--- config.mk ---
export PLATFORM = sky130hd
export DESIGN_NAME = double_ended_queue_flat
export DESIGN_NICKNAME = d
export VERILOG_FILES = /design/src/design/deq_pkg.sv /design/src/design/deq_if.sv /design/src/design/deq_ram.sv /design/src/design/double_ended_queue.sv /design/src/flat_wrapper.sv
export SDC_FILE = /design/constraint.sdc
export NUM_CORES = 1
export LEC_CHECK = 0
export BUFFER_PORTS_ARGS = -buffer_cell sky130_fd_sc_hd__buf_4
export CAP_MARGIN = 20
export CELL_PAD_IN_SITES_DETAIL_PLACEMENT = 0
export CELL_PAD_IN_SITES_GLOBAL_PLACEMENT = 2
export CORE_ASPECT_RATIO = 0.6
export CORE_MARGIN = 2
export CORE_UTILIZATION = 47
export DETAILED_ROUTE_END_ITERATION = 8
export PLACE_DENSITY_LB_ADDON = 0.25
export SLEW_MARGIN = 20
export SYNTH_ARGS = -nofsm -noshare
export SYNTH_HDL_FRONTEND = slang
export SYNTH_SLANG_ARGS = --single-unit
--- constraint.sdc ---
create_clock -name clk -period 5.4 [get_ports clk]
set_input_delay 1.08 -clock clk [delete_from_list [all_inputs] [get_ports clk]]
set_output_delay 1.08 -clock clk [all_outputs]
set_load 0.05 [all_outputs]
--- src/design/deq_pkg.sv ---
// shared types and constants for the double-ended queue
`default_nettype none

package deq_pkg;

    localparam int FUNC_W   = 3;
    localparam int VALUE_W  = 32;
    localparam int STATUS_W = 2;
    localparam int COUNT_W  = 5;
    localparam int WORD_W   = 32;

    typedef enum logic [FUNC_W-1:0] {
        OP_PUSH_FRONT = 3'd0,
        OP_PUSH_BACK  = 3'd1,
        OP_POP_FRONT  = 3'd2,
        OP_POP_BACK   = 3'd3,
        OP_CLEAR      = 3'd4,
        OP_QUERY      = 3'd5
    } op_t;

    typedef enum logic [STATUS_W-1:0] {
        ST_OK    = 2'd0,
        ST_UNDER = 2'd1,
        ST_OVER  = 2'd2
    } status_t;

    typedef enum logic [1:0] {
        FSM_IDLE,
        FSM_READ,
        FSM_LOAD
    } fsm_t;

endpackage

`default_nettype wire

--- src/design/deq_if.sv ---
// command and result channel interfaces of the double-ended queue
`default_nettype none

interface deq_cmd_if;
    logic                        valid;
    logic                        ready;
    logic [deq_pkg::FUNC_W-1:0]  func;
    logic [deq_pkg::VALUE_W-1:0] value;

    modport source (output valid, func, value, input ready);
    modport sink (input valid, func, value, output ready);
endinterface

interface deq_res_if;
    logic                         valid;
    logic                         ready;
    logic [deq_pkg::STATUS_W-1:0] status;
    logic [deq_pkg::COUNT_W-1:0]  count;
    logic [deq_pkg::WORD_W-1:0]   front_word;
    logic [deq_pkg::WORD_W-1:0]   back_word;

    modport source (output valid, status, count, front_word, back_word, input ready);
    modport sink (input valid, status, count, front_word, back_word, output ready);
endinterface

`default_nettype wire

--- src/design/deq_ram.sv ---
// generic ram, one write port and two registered read ports
`default_nettype none

module deq_ram #(
    parameter int WIDTH = 32,
    parameter int DEPTH = 16
) (
    input  wire logic                     clk,
    input  wire logic                     wr_en,
    input  wire logic [$clog2(DEPTH)-1:0] wr_addr,
    input  wire logic [WIDTH-1:0]         wr_data,
    input  wire logic [$clog2(DEPTH)-1:0] rd_addr_a,
    output logic      [WIDTH-1:0]         rd_data_a,
    input  wire logic [$clog2(DEPTH)-1:0] rd_addr_b,
    output logic      [WIDTH-1:0]         rd_data_b
);

    logic [WIDTH-1:0] mem [DEPTH];

    always_ff @(posedge clk)
    begin
        if (wr_en)
        begin
            mem[wr_addr] <= wr_data;
        end
        rd_data_a <= mem[rd_addr_a];
        rd_data_b <= mem[rd_addr_b];
    end

endmodule

`default_nettype wire

--- src/design/double_ended_queue.sv ---
// double-ended queue top level: ring store in ram, pointer and count registers
//
//   channel  dir  fields                                  takes place when
//   cmd      in   func, value                             cmd.valid & cmd.ready
//   res      out  status, count, front_word, back_word    res.valid & res.ready
//
// an item passes through accept (pointer/count update and ram write),
// ram read of front and back entries, and load of the result register.
// the single write port plus the registered read set these steps.
// reset clears pointer, count, state and result valid; ram contents are not cleared.
// a result waiting in the output register does not block the next item;
// the block holds in the load step until the output register is free.
`default_nettype none

module double_ended_queue #(
    parameter int DEPTH      = 16,
    parameter int DATA_WIDTH = 32
) (
    input  wire logic  clk,
    input  wire logic  rst_n,
    deq_cmd_if.sink    cmd,
    deq_res_if.source  res
);

    localparam int AW = $clog2(DEPTH);
    localparam int CW = $clog2(DEPTH + 1);

    deq_pkg::fsm_t    state_reg, state_next;
    logic [AW-1:0]    front_ptr_reg, front_ptr_next;
    logic [CW-1:0]    count_reg, count_next;
    deq_pkg::status_t status_reg, status_next;

    logic                          out_valid_reg, out_valid_next;
    logic [deq_pkg::STATUS_W-1:0]  out_status_reg;
    logic [deq_pkg::COUNT_W-1:0]   out_count_reg;
    logic [deq_pkg::WORD_W-1:0]    out_front_reg;
    logic [deq_pkg::WORD_W-1:0]    out_back_reg;

    logic                  accept;
    logic                  load_ok;
    logic                  full;
    logic                  empty;
    logic [AW-1:0]         front_dec;
    logic [AW-1:0]         front_inc;
    logic [AW-1:0]         back_slot;
    logic [AW-1:0]         back_idx;
    logic [CW:0]           sum_slot;
    logic [CW:0]           sum_back;
    logic                  wr_en;
    logic [AW-1:0]         wr_addr;
    logic [DATA_WIDTH-1:0] wr_data;
    logic [DATA_WIDTH-1:0] rd_front;
    logic [DATA_WIDTH-1:0] rd_back;
    deq_pkg::op_t          op;

    assign op     = deq_pkg::op_t'(cmd.func);
    assign accept = cmd.valid && cmd.ready;
    assign full   = (count_reg == CW'(DEPTH));
    assign empty  = (count_reg == '0);

    assign front_dec = (front_ptr_reg == '0) ? AW'(DEPTH - 1) : front_ptr_reg - 1'b1;
    assign front_inc = (front_ptr_reg == AW'(DEPTH - 1)) ? '0 : front_ptr_reg + 1'b1;

    // ring index of the slot just past the back entry
    assign sum_slot  = (CW + 1)'(front_ptr_reg) + (CW + 1)'(count_reg);
    assign back_slot = (sum_slot >= (CW + 1)'(DEPTH)) ? AW'(sum_slot - (CW + 1)'(DEPTH))
                                                      : AW'(sum_slot);

    // ring index of the back entry, meaningful only when not empty
    assign sum_back = sum_slot - 1'b1;
    assign back_idx = (sum_back >= (CW + 1)'(DEPTH)) ? AW'(sum_back - (CW + 1)'(DEPTH))
                                                     : AW'(sum_back);

    assign wr_data = DATA_WIDTH'(cmd.value);

    always_comb
    begin
        front_ptr_next = front_ptr_reg;
        count_next     = count_reg;
        status_next    = status_reg;
        wr_en          = 1'b0;
        wr_addr        = back_slot;
        if (accept)
        begin
            status_next = deq_pkg::ST_OK;
            unique case (op)
                deq_pkg::OP_PUSH_FRONT:
                begin
                    if (full)
                    begin
                        status_next = deq_pkg::ST_OVER;
                    end
                    else
                    begin
                        front_ptr_next = front_dec;
                        count_next     = count_reg + 1'b1;
                        wr_en          = 1'b1;
                        wr_addr        = front_dec;
                    end
                end
                deq_pkg::OP_PUSH_BACK:
                begin
                    if (full)
                    begin
                        status_next = deq_pkg::ST_OVER;
                    end
                    else
                    begin
                        count_next = count_reg + 1'b1;
                        wr_en      = 1'b1;
                        wr_addr    = back_slot;
                    end
                end
                deq_pkg::OP_POP_FRONT:
                begin
                    if (empty)
                    begin
                        status_next = deq_pkg::ST_UNDER;
                    end
                    else
                    begin
                        front_ptr_next = front_inc;
                        count_next     = count_reg - 1'b1;
                    end
                end
                deq_pkg::OP_POP_BACK:
                begin
                    if (empty)
                    begin
                        status_next = deq_pkg::ST_UNDER;
                    end
                    else
                    begin
                        count_next = count_reg - 1'b1;
                    end
                end
                deq_pkg::OP_CLEAR:
                begin
                    front_ptr_next = '0;
                    count_next     = '0;
                end
                default:
                begin
                    // query and unused codes leave the queue as it is
                end
            endcase
        end
    end

    deq_ram #(
        .WIDTH (DATA_WIDTH),
        .DEPTH (DEPTH)
    ) u_ram (
        .clk       (clk),
        .wr_en     (wr_en),
        .wr_addr   (wr_addr),
        .wr_data   (wr_data),
        .rd_addr_a (front_ptr_reg),
        .rd_data_a (rd_front),
        .rd_addr_b (back_idx),
        .rd_data_b (rd_back)
    );

    // next state
    always_comb
    begin
        state_next = state_reg;
        unique case (state_reg)
            deq_pkg::FSM_IDLE:
            begin
                if (cmd.valid)
                begin
                    state_next = deq_pkg::FSM_READ;
                end
            end
            deq_pkg::FSM_READ:
            begin
                state_next = deq_pkg::FSM_LOAD;
            end
            deq_pkg::FSM_LOAD:
            begin
                if (!out_valid_reg || res.ready)
                begin
                    state_next = deq_pkg::FSM_IDLE;
                end
            end
            default:
            begin
                state_next = deq_pkg::FSM_IDLE;
            end
        endcase
    end

    // state outputs
    always_comb
    begin
        cmd.ready = 1'b0;
        load_ok   = 1'b0;
        unique case (state_reg)
            deq_pkg::FSM_IDLE:
            begin
                cmd.ready = 1'b1;
            end
            deq_pkg::FSM_READ:
            begin
                cmd.ready = 1'b0;
            end
            deq_pkg::FSM_LOAD:
            begin
                load_ok = !out_valid_reg || res.ready;
            end
            default:
            begin
                cmd.ready = 1'b0;
            end
        endcase
    end

    always_comb
    begin
        out_valid_next = out_valid_reg;
        if (load_ok)
        begin
            out_valid_next = 1'b1;
        end
        else if (res.ready)
        begin
            out_valid_next = 1'b0;
        end
    end

    always_ff @(posedge clk or negedge rst_n)
    begin
        if (!rst_n)
        begin
            state_reg     <= deq_pkg::FSM_IDLE;
            front_ptr_reg <= '0;
            count_reg     <= '0;
            status_reg    <= deq_pkg::ST_OK;
            out_valid_reg <= 1'b0;
        end
        else
        begin
            state_reg     <= state_next;
            front_ptr_reg <= front_ptr_next;
            count_reg     <= count_next;
            status_reg    <= status_next;
            out_valid_reg <= out_valid_next;
        end
    end

    // result payload, words forced to zero when the queue is empty
    always_ff @(posedge clk)
    begin
        if (load_ok)
        begin
            out_status_reg <= status_reg;
            out_count_reg  <= deq_pkg::COUNT_W'(count_reg);
            out_front_reg  <= empty ? '0 : deq_pkg::WORD_W'(rd_front);
            out_back_reg   <= empty ? '0 : deq_pkg::WORD_W'(rd_back);
        end
    end

    assign res.valid      = out_valid_reg;
    assign res.status     = out_status_reg;
    assign res.count      = out_count_reg;
    assign res.front_word = out_front_reg;
    assign res.back_word  = out_back_reg;

endmodule

`default_nettype wire
--- src/flat_wrapper.sv ---
// flat-port wrapper written by rule: the top's interface ports become plain ports
module double_ended_queue_flat 
#(
    parameter int DEPTH      = 16,
    parameter int DATA_WIDTH = 32
)
  (clk, rst_n, cmd_valid, cmd_func, cmd_value, cmd_ready, res_valid, res_status, res_count, res_front_word, res_back_word, res_ready);
  deq_cmd_if cmd_i ();
  deq_res_if res_i ();
  input  wire logic clk;
  input  wire logic rst_n;
  input wire logic [$bits(cmd_i.valid)-1:0] cmd_valid;
  input wire logic [$bits(cmd_i.func)-1:0] cmd_func;
  input wire logic [$bits(cmd_i.value)-1:0] cmd_value;
  output wire logic [$bits(cmd_i.ready)-1:0] cmd_ready;
  output wire logic [$bits(res_i.valid)-1:0] res_valid;
  output wire logic [$bits(res_i.status)-1:0] res_status;
  output wire logic [$bits(res_i.count)-1:0] res_count;
  output wire logic [$bits(res_i.front_word)-1:0] res_front_word;
  output wire logic [$bits(res_i.back_word)-1:0] res_back_word;
  input wire logic [$bits(res_i.ready)-1:0] res_ready;
  assign cmd_i.valid = cmd_valid;
  assign cmd_i.func = cmd_func;
  assign cmd_i.value = cmd_value;
  assign cmd_ready = cmd_i.ready;
  assign res_valid = res_i.valid;
  assign res_status = res_i.status;
  assign res_count = res_i.count;
  assign res_front_word = res_i.front_word;
  assign res_back_word = res_i.back_word;
  assign res_i.ready = res_ready;
  double_ended_queue #(.DEPTH(DEPTH), .DATA_WIDTH(DATA_WIDTH)) u_core (.clk(clk), .rst_n(rst_n), .cmd(cmd_i), .res(res_i));
endmodule
=== After elaboration in Yosys (flattened, before gate mapping) ===
Memory sizes are Yosys's and may differ from the RTL's. A register that Yosys moved wholly into a read port is not among the register bits.
Cells that the tools add are included.

* Memories: 1
* Bits in writable memories: 512
* Flip-flop bits (word level): 85
* Bits of input ports: 39
* Word-level logic and storage cells: 77

* Equal/unequal tests: 14
* Order comparisons: 2
* Muxes and demuxes: 28
* Reductions and logical operators: 15
* Add/sub/neg operators: 8

{| class="wikitable"
|+ Memories
! name !! depth !! bits a word !! rd ports !! clocked after Yosys merged registers in !! write ports !! RTL line !! source
|-
| u_core.u_ram.mem || 16 || 32 || 2 || 2 || 1 || deq_ram.sv:18 || <nowiki>logic [WIDTH-1:0] mem [DEPTH];</nowiki>
|}

{| class="wikitable"
|+ Operator list
! operator !! count
|-
| 2-to-1 mux 4 bit || 9
|-
| case mux 5 bit (3 select lines) || 1
|-
| greater-or-equal comparator 6 x 5 -> 1 bit, second input constant || 2
|-
| case mux 4 bit (3 select lines) || 1
|-
| subtractor 4 x 1 -> 4 bit, second input constant || 3
|-
| 2-to-1 mux 1 bit || 10
|-
| 2-to-1 mux 5 bit || 2
|-
| != test 2 bit, second input constant || 5
|-
| AND reduction 4 bit || 2
|-
| adder 4 x 5 -> 6 bit || 1
|-
| == test 3 x 2 -> 1 bit, second input constant || 2
|-
| 2-to-1 mux 2 bit || 3
|-
| case mux 2 bit (3 select lines) || 1
|-
| nonzero test 3 bit || 2
|-
| subtractor 6 x 1 -> 6 bit, second input constant || 1
|-
| adder 5 x 1 -> 5 bit, second input constant || 1
|-
| == test 5 bit, second input constant || 1
|-
| logical NOT 5 bit || 1
|-
| subtractor 5 x 1 -> 5 bit, second input constant || 1
|-
| adder 4 x 1 -> 4 bit, second input constant || 1
|-
| == test 4 bit, second input constant || 1
|-
| logical NOT 4 bit || 1
|-
| case mux 2 bit (2 select lines) || 1
|-
| OR reduction 2 bit || 2
|-
| 12 further kinds || 12
|}

=== Depth between registers and ports, before layout ===
* Depth in word-level cells: 6
* Depth in mapped cells: 11
* Mapped depth without buffers: 8

=== Modules after synthesis ===
From an unflattened synthesis, not the netlist that was laid out.

* Cells, all modules: 1406
* Area, all modules: 27890.5 µm²

{| class="wikitable"
|+ By module, submodules not included
! module !! instances !! area each (µm²) !! cells each
|-
| deq_ram || 1 || 24188.2 || 1141
|-
| double_ended_queue || 1 || 3702.3 || 265
|}

=== Worst setup path before layout ===
No wires, ideal clock.

* Kind: input -> register
* Start: input cmd_valid
* End: memory u_core.u_ram.mem[12][0], enable pin
* Buffers on the path: 1
* Arrival time: 4.517 ns
* Setup slack: 0.422 ns
* Cell stages on the path: 5
* Cells stage by stage: or3b_1 > buf_2 > a2111oi_4 > a31oi_2 > nor3_1

* Longest elaborated chain between the ends: 4

{| class="wikitable"
|+ RTL lines
! element !! RTL line !! source
|-
| from (decl) || flat_wrapper.sv:12 || <nowiki>input wire logic [$bits(cmd_i.valid)-1:0] cmd_valid;</nowiki>
|-
| logical AND 1 bit * || double_ended_queue.sv:57 || <nowiki>assign accept = cmd.valid && cmd.ready;</nowiki>
|-
| 2-to-1 mux 1 bit || double_ended_queue.sv:83 || <nowiki>if (accept)</nowiki>
|-
| 2-to-1 mux 1 bit || deq_ram.sv:22 || <nowiki>if (wr_en)</nowiki>
|-
| 2-to-1 mux 1 bit (not written as such) || deq_ram.sv:24 || <nowiki>mem[wr_addr] <= wr_data;</nowiki>
|-
| to (decl) || deq_ram.sv:18 ||
|}

Mark *: on every way between the ends. The rest lies on a longest branch, timed or not.

=== Worst setup path after layout ===
* Start: register u_core.front_ptr_reg[1]
* End: memory u_core.u_ram.mem[0][11], enable pin

* Longest elaborated chain between the ends: 6

{| class="wikitable"
|+ RTL lines
! element !! RTL line !! source
|-
| from (decl) || double_ended_queue.sv:29 || <nowiki>logic [AW-1:0] front_ptr_reg, front_ptr_next;</nowiki>
|-
| from (signal assigned) || double_ended_queue.sv:245 || <nowiki>front_ptr_reg <= front_ptr_next;</nowiki>
|-
| adder 4 x 5 -> 6 bit || double_ended_queue.sv:65 || <nowiki>assign sum_slot = (CW + 1)'(front_ptr_reg) + (CW + 1)'(count_reg);</nowiki>
|-
| greater-or-equal comparator 6 x 5 -> 1 bit or subtractor 4 x 1 -> 4 bit (tied branches) || double_ended_queue.sv:66 || <nowiki>assign back_slot = (sum_slot >= (CW + 1)'(DEPTH)) ? AW'(sum_slot - (CW + 1)'(DEPTH))</nowiki>
|-
| 2-to-1 mux 4 bit || double_ended_queue.sv:66 ||
|-
| 2-to-1 mux 4 bit || double_ended_queue.sv:89 || <nowiki>if (full)</nowiki>
|-
| 2-to-1 mux 4 bit || -- ||
|-
| 2-to-1 mux 4 bit * || double_ended_queue.sv:83 ||
|}

Marks and branches as above.

==> impl_metrics.toml <==
[synth]
synth-seq-cells = 661
synth_flop_cell = "edfxtp_1"
netlist_area_um2 = 28600
ys_types = 50
ys_warn_count = 0
synth_top_area_share_pct = 61.1
yosys-top-cells-area = "edfxtp_1 61%, mux4_2 15%, mux2i_1 5.7%"
syn_avg_cell_area_um2 = 17.9
synth_edf_count = 583
synth_fp_nets = 1647
synthTopCellsByCount = "583 x edfxtp_1, 193 x mux4_2, 163 x mux2i_1, 66 x nor2b_1"
synth_top_area_cell = "edfxtp_1"
ys_seq_area_share_pct = 66.8
yosysMostFrequentCell = "edfxtp_1"
async_flop_share_pct = 2.12
syn_inst = 1597

[setup_path]
critPathKind = "reg -> reg"
worst_r2r_path_depth = 8
arrival_ns = 4.21
worstSetupStartpointType = "flip-flop"
cp_max_fo = 32
r2r-end = "u_core.u_ram.mem[0][11]"
ff2ff_setup_slack_ns = 1.41
r2r_start = "u_core.front_ptr_reg[1]"
end_kind = "flip-flop"
critPathRequiredTime_ns = 5.63

[placement]
globalplace.congestion = 0.789
place.detailed.hpwl_um = 41500
port_buffers = 111

[die]
die_w_um = 323
ios = 112
coreArea_um2 = 60600
die-area_um2 = 63000
start_util_pct = 47.3
die_y_um = 195
rows = 70

[timing]
maxClockFrequency_mhz = 251
drv_slew = 0
period_minus_slack_ns = 3.99
finalCritPeriodShare_pct = 73.9
finalClockSkew_ns = 0.0217
worst_pin_slew_ns = 1.07
finalSetupTns_ns = 0
slew_headroom_pct = 29.0
finalHoldViolCount = 0
setup_viol = 0
rsz0062_at_grt = "false"

[clock_tree]
cts_resized = 0
clk_latency_ns = 0.61
cts_sinks = 661
cts.clk_slew.worst_paths_ns = 0.07
cts_hold_buffers = 0
clockBufferDepth = 3
cts_tree = "done"
postCtsSetupRepairBufs = 0
cts.htree.levels = 3
cts_root_buf = "clkbuf_16"
cts_inserted_buffers = 66

[cells_and_area]
multiInputGateArea_um2 = 9100
fin_nets = 1759
num-fill-cells = 4728
regMostFlops = "u_core.u_ram.mem"
regArea_um2 = 19100
drive_gt1_share_pct = 27.3
n_antenna_cell = 0
area_delta_synth_final_pct = 14.2
largest_reg_flops = 512

[global_route]
grt_pass1_wl_um = 108000
grt.overflow.total = 0
grt_pass1_vias = 16100
antenna_found_initial = 1
grt_max_degree = 135
grtUsageTotal_pct = 23.5

[detailed_routing]
avgRoutedWirePerCell_um = 28.0
drc = 0
viasPerCell = 6.26
met1_length_um = 33000
drt_iter0_drc = 1790
route.met3.wl_um = 6260
dr.pass1.iters = 5
ant_nets = 0
wl_met2_um = 31700
vias = 16200
routed_wl_um = 72500
highest_layer = "met4"

[min_path]
hp-class = "in -> async"

[run_status]
status = "complete, no violations"

[job]
drv_cap = 0
## metrics by stage
stage | cell area (µm²) | std cells | utilization, % | setup WS [ns] | hold WS (ns)
2_1_floorplan | 28600 | 1597 | - | 0.422 | 0.423
3_3_place_gp | 30600 | 2468 | 50.4 | 1.55 | 0.442
3_5_place_dp | 30600 | 2468 | 50.4 | 1.50 | 0.432
4_1_cts | 32700 | 2588 | 53.9 | 1.47 | 0.296
5_1_grt | 32700 | 2589 | 54.0 | 1.22 | 0.315
6_report | 32700 | 2589 | 54.0 | 1.41 | 0.321
## metal layers
metal	GRT usage, %	vias up
met5	0	-
met1	36.5	8495
met3	4.99	105
met2	33.7	759
li1	-	6839
met4	6.27	0
## layout make-up
class,count,share of cell area [%]
multi-input cells,810,27.8
flip-flops and latches,661,58.5
inverters,11,0.126
clock buffers,90,5.64
clock inverters,30,0.788
well taps,828,3.17
repair buffers,159,3.90
## worst max-delay path by stage
stage / endpoint / start / cells after the start
after floorplan: u_core.u_ram.mem[12][0] / cmd_valid / 5
after global placement: u_core.u_ram.mem[0][3] / u_core.front_ptr_reg[1] / 8
after detailed placement: u_core.u_ram.mem[1][15] / u_core.front_ptr_reg[1] / 8
after CTS: u_core.u_ram.mem[1][11] / u_core.front_ptr_reg[1] / 8
after global routing: u_core.u_ram.mem[0][11] / u_core.front_ptr_reg[1] / 8
final: u_core.u_ram.mem[0][11] / u_core.front_ptr_reg[1] / 8
## cells in the final DEF, fill, tap and decap left out, types with 5 or more instances in the layout
cell / synthesis / layout
clkinv_1: 1 / 10
mux2i_1: 163 / 163
nor3_1: 22 / 6
clkinv_2: 0 / 11
nor2_1: 37 / 35
a22oi_1: 31 / 31
o211ai_1: 33 / 33
inv_1: 10 / 10
nand2_1: 19 / 19
nand3_1: 64 / 64
dfrtp_1: 14 / 10
buf_12: 0 / 5
dfxtp_1: 64 / 64
a21oi_1: 16 / 16
nor2b_1: 66 / 64
clkbuf_16: 0 / 69
o21ai_0: 44 / 44
nand2b_1: 7 / 7
buf_4: 2 / 153
nor3_2: 0 / 16
clkbuf_1: 62 / 17
mux4_2: 193 / 193
edfxtp_1: 583 / 583
ha_1: 9 / 7
a221oi_1: 63 / 63
## kinds of logic (layout without fill, tap and decap cells)
logic type      after synthesis  after routing  synth area share, %
simple gates                221            221                 4.02
buf+inv                     126            290                 1.93
xor+xnor                     10             10                0.406
mux                         357            357                 20.9
compound gates              211            211                 5.36
flops                       661            661                 66.8
fa+ha+maj                    11             11                0.533
## worst max-delay path, cell delays in order (launching register included)
cell and delay [ns]:
dfrtp_2 0.36, buf_4 0.45, clkinv_1 0.61, ha_1 0.51
o21bai_1 0.20, a21oi_1 0.25, mux2i_1 0.35, nor3_2 0.25
buf_4 0.59
Power is not shown: default switching activity piles up to over one toggle a cycle in this logic, so the estimate is an artifact.
